==> config.mk <==
export PLATFORM = sky130hd
export DESIGN_NAME = sfs_ctrl
export DESIGN_NICKNAME = d
export VERILOG_FILES = /design/src/rtl/sfs_pkg.sv /design/src/rtl/sfs_ctrl.sv
export SDC_FILE = /design/constraint.sdc
export NUM_CORES = 1
export LEC_CHECK = 0
export BUFFER_PORTS_ARGS = -buffer_cell sky130_fd_sc_hd__buf_2
export CORE_AREA = 2 2 39 41
export CTS_BUF_LIST = sky130_fd_sc_hd__clkbuf_8 sky130_fd_sc_hd__clkbuf_16
export DETAILED_ROUTE_END_ITERATION = 10
export DIE_AREA = 0 0 41 43
export SETUP_SLACK_MARGIN = 0.4
export SLEW_MARGIN = 30
export SYNTH_ARGS = -nofsm -noshare
export SYNTH_HDL_FRONTEND = slang
export SYNTH_SLANG_ARGS = --single-unit
==> constraint.sdc <==
create_clock -name i_clk -period 1.2 [get_ports i_clk]
set_input_delay 0.24 -clock i_clk [delete_from_list [all_inputs] [get_ports i_clk]]
set_output_delay 0.24 -clock i_clk [all_outputs]
set_load 0.005 [all_outputs]
==> src/rtl/sfs_pkg.sv <==
// Shared constants, types and helpers for the symbol frequency sorter.
package sfs_pkg;

    localparam int SYM_BITS       = 8;
    localparam int NUM_SYMS       = 1 << SYM_BITS;
    localparam int COUNT_BITS     = 16;
    localparam int OUT_COUNT_BITS = 16;
    localparam int TABLE_DEPTH    = 64;
    localparam int USED_BITS      = $clog2(TABLE_DEPTH + 1);
    localparam int CMP_BITS       = (COUNT_BITS > OUT_COUNT_BITS) ? COUNT_BITS : OUT_COUNT_BITS;

    localparam logic [COUNT_BITS-1:0]     COUNT_MAX = '1;
    localparam logic [OUT_COUNT_BITS-1:0] OUT_MAX   = '1;

    typedef logic [SYM_BITS-1:0]       t_sym;
    typedef logic [COUNT_BITS-1:0]     t_count;
    typedef logic [OUT_COUNT_BITS-1:0] t_out_count;
    typedef logic [USED_BITS-1:0]      t_used;

    typedef struct packed {
        logic load;
        logic update;
        logic scan_start;
        logic scan_step;
        logic emit;
    } t_cmd;

    typedef struct packed {
        logic eom;
        logic scan_done;
        logic out_free;
        logic emit_last;
    } t_status;

    function automatic t_out_count sat_out(input t_count c);
        logic [CMP_BITS-1:0] w;
        w = CMP_BITS'(c);
        if (w > CMP_BITS'(OUT_MAX)) begin
            return OUT_MAX;
        end
        return w[OUT_COUNT_BITS-1:0];
    endfunction

endpackage

==> src/rtl/sfs_ctrl.sv <==
// Controller state machine: count update sequencing and sort/emit passes.
module sfs_ctrl import sfs_pkg::*; (
    input  logic    i_clk,
    input  logic    i_rst_n,
    input  logic    i_in_valid,
    output logic    o_in_ready,
    input  t_status i_status,
    output t_cmd    o_cmd
);

    localparam logic [2:0] ST_IDLE = 3'd0;
    localparam logic [2:0] ST_UPD  = 3'd1;
    localparam logic [2:0] ST_SCAN = 3'd2;
    localparam logic [2:0] ST_EMIT = 3'd3;

    logic [2:0] r_state;
    logic [2:0] n_state;

    always_comb begin
        n_state    = r_state;
        o_cmd      = '0;
        o_in_ready = 1'b0;
        unique case (r_state)
            ST_IDLE: begin
                o_in_ready = 1'b1;
                if (i_in_valid) begin
                    o_cmd.load = 1'b1;
                    n_state    = ST_UPD;
                end
            end
            ST_UPD: begin
                o_cmd.update = 1'b1;
                if (i_status.eom) begin
                    o_cmd.scan_start = 1'b1;
                    n_state          = ST_SCAN;
                end else begin
                    n_state = ST_IDLE;
                end
            end
            ST_SCAN: begin
                if (i_status.scan_done) begin
                    n_state = ST_EMIT;
                end else begin
                    o_cmd.scan_step = 1'b1;
                end
            end
            ST_EMIT: begin
                if (i_status.out_free) begin
                    o_cmd.emit = 1'b1;
                    if (i_status.emit_last) begin
                        n_state = ST_IDLE;
                    end else begin
                        o_cmd.scan_start = 1'b1;
                        n_state          = ST_SCAN;
                    end
                end
            end
            default: begin
                n_state = ST_IDLE;
            end
        endcase
    end

    always_ff @(posedge i_clk) begin
        if (!i_rst_n) begin
            r_state <= ST_IDLE;
        end else begin
            r_state <= n_state;
        end
    end

endmodule

Word-level counts from Yosys, hierarchy flattened
Index checks and enable logic that the tools add are counted.
- register bits after elaboration: 3
- bits in latches: 0
- memory bits (writable): 0
- bits in read-only memories: 0
- input port bits: 7
- word-level logic and storage cells: 27
- memories kept: 0
- add/sub/neg operators: 0
- $mul: 0
- divide/modulo/power cells: 0
- magnitude comparators: 0
- equality and inequality tests: 6
- shift operators: 0
- muxes and demuxes: 18
- bitwise logic cells: 0
- reductions and logical operators: 2
- operator list (operator ; number):
    3-bit one-hot mux with 4 select lines ; 1
    1-bit two-way mux ; 11
    3-bit two-way mux ; 3
    3-bit by 2-bit == test with 1-bit output (second input constant) ; 2
    2-bit != test (second input constant) ; 3
    2-bit two-way mux ; 2
    3-bit by 1-bit == test with 1-bit output (second input constant) ; 1
    3-bit logical NOT ; 1
    3-bit AND reduction ; 1
    1-bit one-hot mux with 2 select lines ; 1

Logic depth before layout (Yosys ltp)
- word-level depth: 3
- depth in mapped cells: 3

Worst setup path after synthesis
No wires, ideal clock.
- path kind: flip-flop to output port
- start: register r_state[1]
- end: output o_cmd[2] (netlist bit)
- arrival: 692 ps
- data required time: 960 ps
- path slack: 268 ps
- cell stages (with the launch flop): 3
- path buffers: 0
- path through: dfxtp_1 > nand3b_1 > a21boi_0
- RTL lines (what ; line ; text):
    start: declaration ; sfs_ctrl.sv:16 ; logic [2:0] r_state;
    start signal: assignment ; sfs_ctrl.sv:68 ; r_state <= n_state;
    end: declaration ; sfs_ctrl.sv:8 ; output t_cmd o_cmd

==> results_dict.tcl <==
set metrics [dict create \
    reg2reg_depth 5 \
    antenna_left 0 \
    largest_register_ffs 2 \
    synthDistinctLibCells 14 \
    vias 187 \
    crit_fanout 6 \
    met1Wirelength_um 199 \
    slew_viol_final 0 \
    setup_viol_count_final 0 \
    ir_drop_mv 0.349 \
    finalCritPeriodShare 0.970 \
    finish.utilization 0.236 \
    timing.final.hold_violations 0 \
    postLayoutCellArea_um2 327 \
    holdWs_ps 249 \
    routed_wl_um 463 \
    slowest_delay_ps 350 \
    dr_wl_met3_um 43 \
    slew_headroom 0.931 \
    coreArea_mm2 0.00138 \
    port_buffers 12 \
    status "complete, no violations" \
    synth_top_area_cell "dfxtp_1" \
    largest-register "r_state" \
    clock_sinks 2 \
    synth_edf_count 0 \
    grt_pass1_wl_um 621 \
    die_area_mm2 0.00176 \
    antenna_cells 0 \
    viasPerCell 3.60 \
    die_width_um 41 \
    reg2reg_to "r_state[0]$_SDFFE_PN0P_" \
    firstDrtPassIters 1 \
    ys_seq_area_frac 0.264 \
    fmax_mhz 859 \
    hold_path_end "r_state[0]$_SDFFE_PN0P_" \
    critPathTopFamily "flip-flops" \
    drc_errors 0 \
    cp_num_buf_inv 2 \
    detail_route.wl_per_cell_um 8.90 \
    synth.most_common_cell "nand2b_1" \
    min_path_type "in2reg" \
    ys_top_cells_by_area "dfxtp_1 (26%), nand2b_1 (12%), a21boi_2 (7.4%)" \
    initial_utilization 0.109 \
    worst_pin_slew_ps 103 \
    num_rows 14 \
    drive_gt1_frac 0.778 \
    place_area_um2 234 \
    cts_tree "built" \
    antenna_found_initial 0 \
    drv_cap 0 \
    syn_area_um2 151 \
    p_per_area_mw_per_mm2 1280 \
    grt_max_degree 9 \
    cp_data_arrival_time_ps 920 \
    worstHoldStart "i_rst_n" \
    ys.flop_type "dfxtp_1" \
    cts_root_buf "clkbuf_8" \
    synth_warnings 0 \
    synth_nets 24 \
    grt-ovfl-total 0 \
    clk_latency_ps 210 \
    synthCells 17 \
    r2r-start "r_state[1]$_SDFFE_PN0P_" \
    avgSynthCellArea_um2 8.91 \
    fillers 170 \
    num_io_pins 13 \
    crit_chain "buf_6, nor3b_2, buf_2" \
    setup_ws_ps 36.0 \
    required_ps 960 \
    critPathLaunchType "register" \
    ys_async_sr_fraction 0 \
    ys_ff_latch 2 \
    p_leak_nw 0.160 \
    cts_buffers 3 \
    layout.nets 45 \
    wl_met2_um 202 \
    period_needed_ps 1160 \
    synth_top_area_frac 0.264 \
    gr-usage-all-layers 0.0581 \
    area_growth_syn_to_layout_pct 116 \
    path_class "reg2out" \
    gp_congestion 0.661 \
    drt_first_iter_violations 0 \
    die_y_um 43 \
    top_regs "r_state (2)" \
    synthTopCellsByCount "nand2b_1 (3), dfxtp_1 (2)" \
    grt_pass1_vias 151 \
    total_power_mw 0.417 \
    dr.max_layer_used "met4" \
    min_path_cells 2 \
    cts.hold.buffers_added 0 \
    reg2reg_slack_ps 100 \
    finClkSkew_ps 1.12 \
    rsz0062_at_grt "true" \
    cts_buffer_depth 2 \
    end_kind "output pin" \
    dpl_worst_slack_ps 227 \
    cts.htree.levels 1 \
    crit_slowest_cell "dfxtp_4" \
    cts.clk_slew.worst_paths_ps 30 \
]
-- report_power, final --
part / switching (mW) / internal, mW / total (mW)
logic: 0.0253 / 0.0471 / 0.0724
registers: 0.00887 / 0.0709 / 0.0798
clock network: 0.0525 / 0.212 / 0.265
-- worst reg2reg max path, stage by stage, from the launching register on --
cell	delay (ps)
dfxtp_4	350
buf_6	110
buf_4	120
buf_6	110
a21boi_2	140
o21a_1	160
-- how the worst max path moves through the flow --
stage                                  from       end  slack, ps  cells after the start
global route        r_state[1]$_SDFFE_PN0P_  o_cmd[1]        -10                      3
global placement                i_status[0]  o_cmd[2]        220                      4
detailed placement              i_status[0]  o_cmd[2]        230                      4
CTS                 r_state[1]$_SDFFE_PN0P_  o_cmd[2]         20                      3
finish              r_state[1]$_SDFFE_PN0P_  o_cmd[1]         40                      3
floorplan           r_state[1]$_SDFFE_PN0P_  o_cmd[4]        350                      2
-- per-stage QoR --
stage               cells  setup TNS (ps)
floorplan              17               0
detailed placement     45               0
finish                 52               0
CTS                    51               0
global route           52           -22.8
global placement       45               0
-- placed cells by master (no fill, tap or decap), drive strengths merged --
cell	count
buf	16
nor3b	1
and3b	1
nand2b	3
a21boi	2
nand4	1
o21a	1
nor2	1
a21oi	1
nand3b	1
and2b	1
and2	1
dfxtp	2
clkbuf	3
and3	1
-- routing by layer --
| metal | global-route usage | vias up |
|---|---|---|
| met1 | 0.0703 | 73 |
| met5 | 0 | - |
| met2 | 0.0656 | 9 |
| met3 | 0.0157 | 2 |
| met4 | 0.0800 | 0 |
| li1 | - | 103 |
-- area by class of cell --
cell class | instances | area, um2 | share of cell area
Timing Repair Buffer | 16 | 97.6 | 0.299
Tap cell | 16 | 20.0 | 0.0613
Clock buffer | 3 | 41.3 | 0.126
Sequential cell | 2 | 47.5 | 0.146
Multi-Input combinational cell | 15 | 120 | 0.368
-- cells by family after synthesis --
| family | Yosys count | share of synthesized area |
|---|---|---|
| flip-flops | 2 | 0.264 |
| AND/OR/NAND/NOR | 11 | 0.529 |
| AO/OA/AOI/OAI | 4 | 0.207 |
-- repair_timing --
item / in CTS / in global routing
buffers inserted: 3 / 1
resized for setup: 6 / 1
endpoints found under the setup margin: 7 / 8
(Power assumes the default switching activity.)
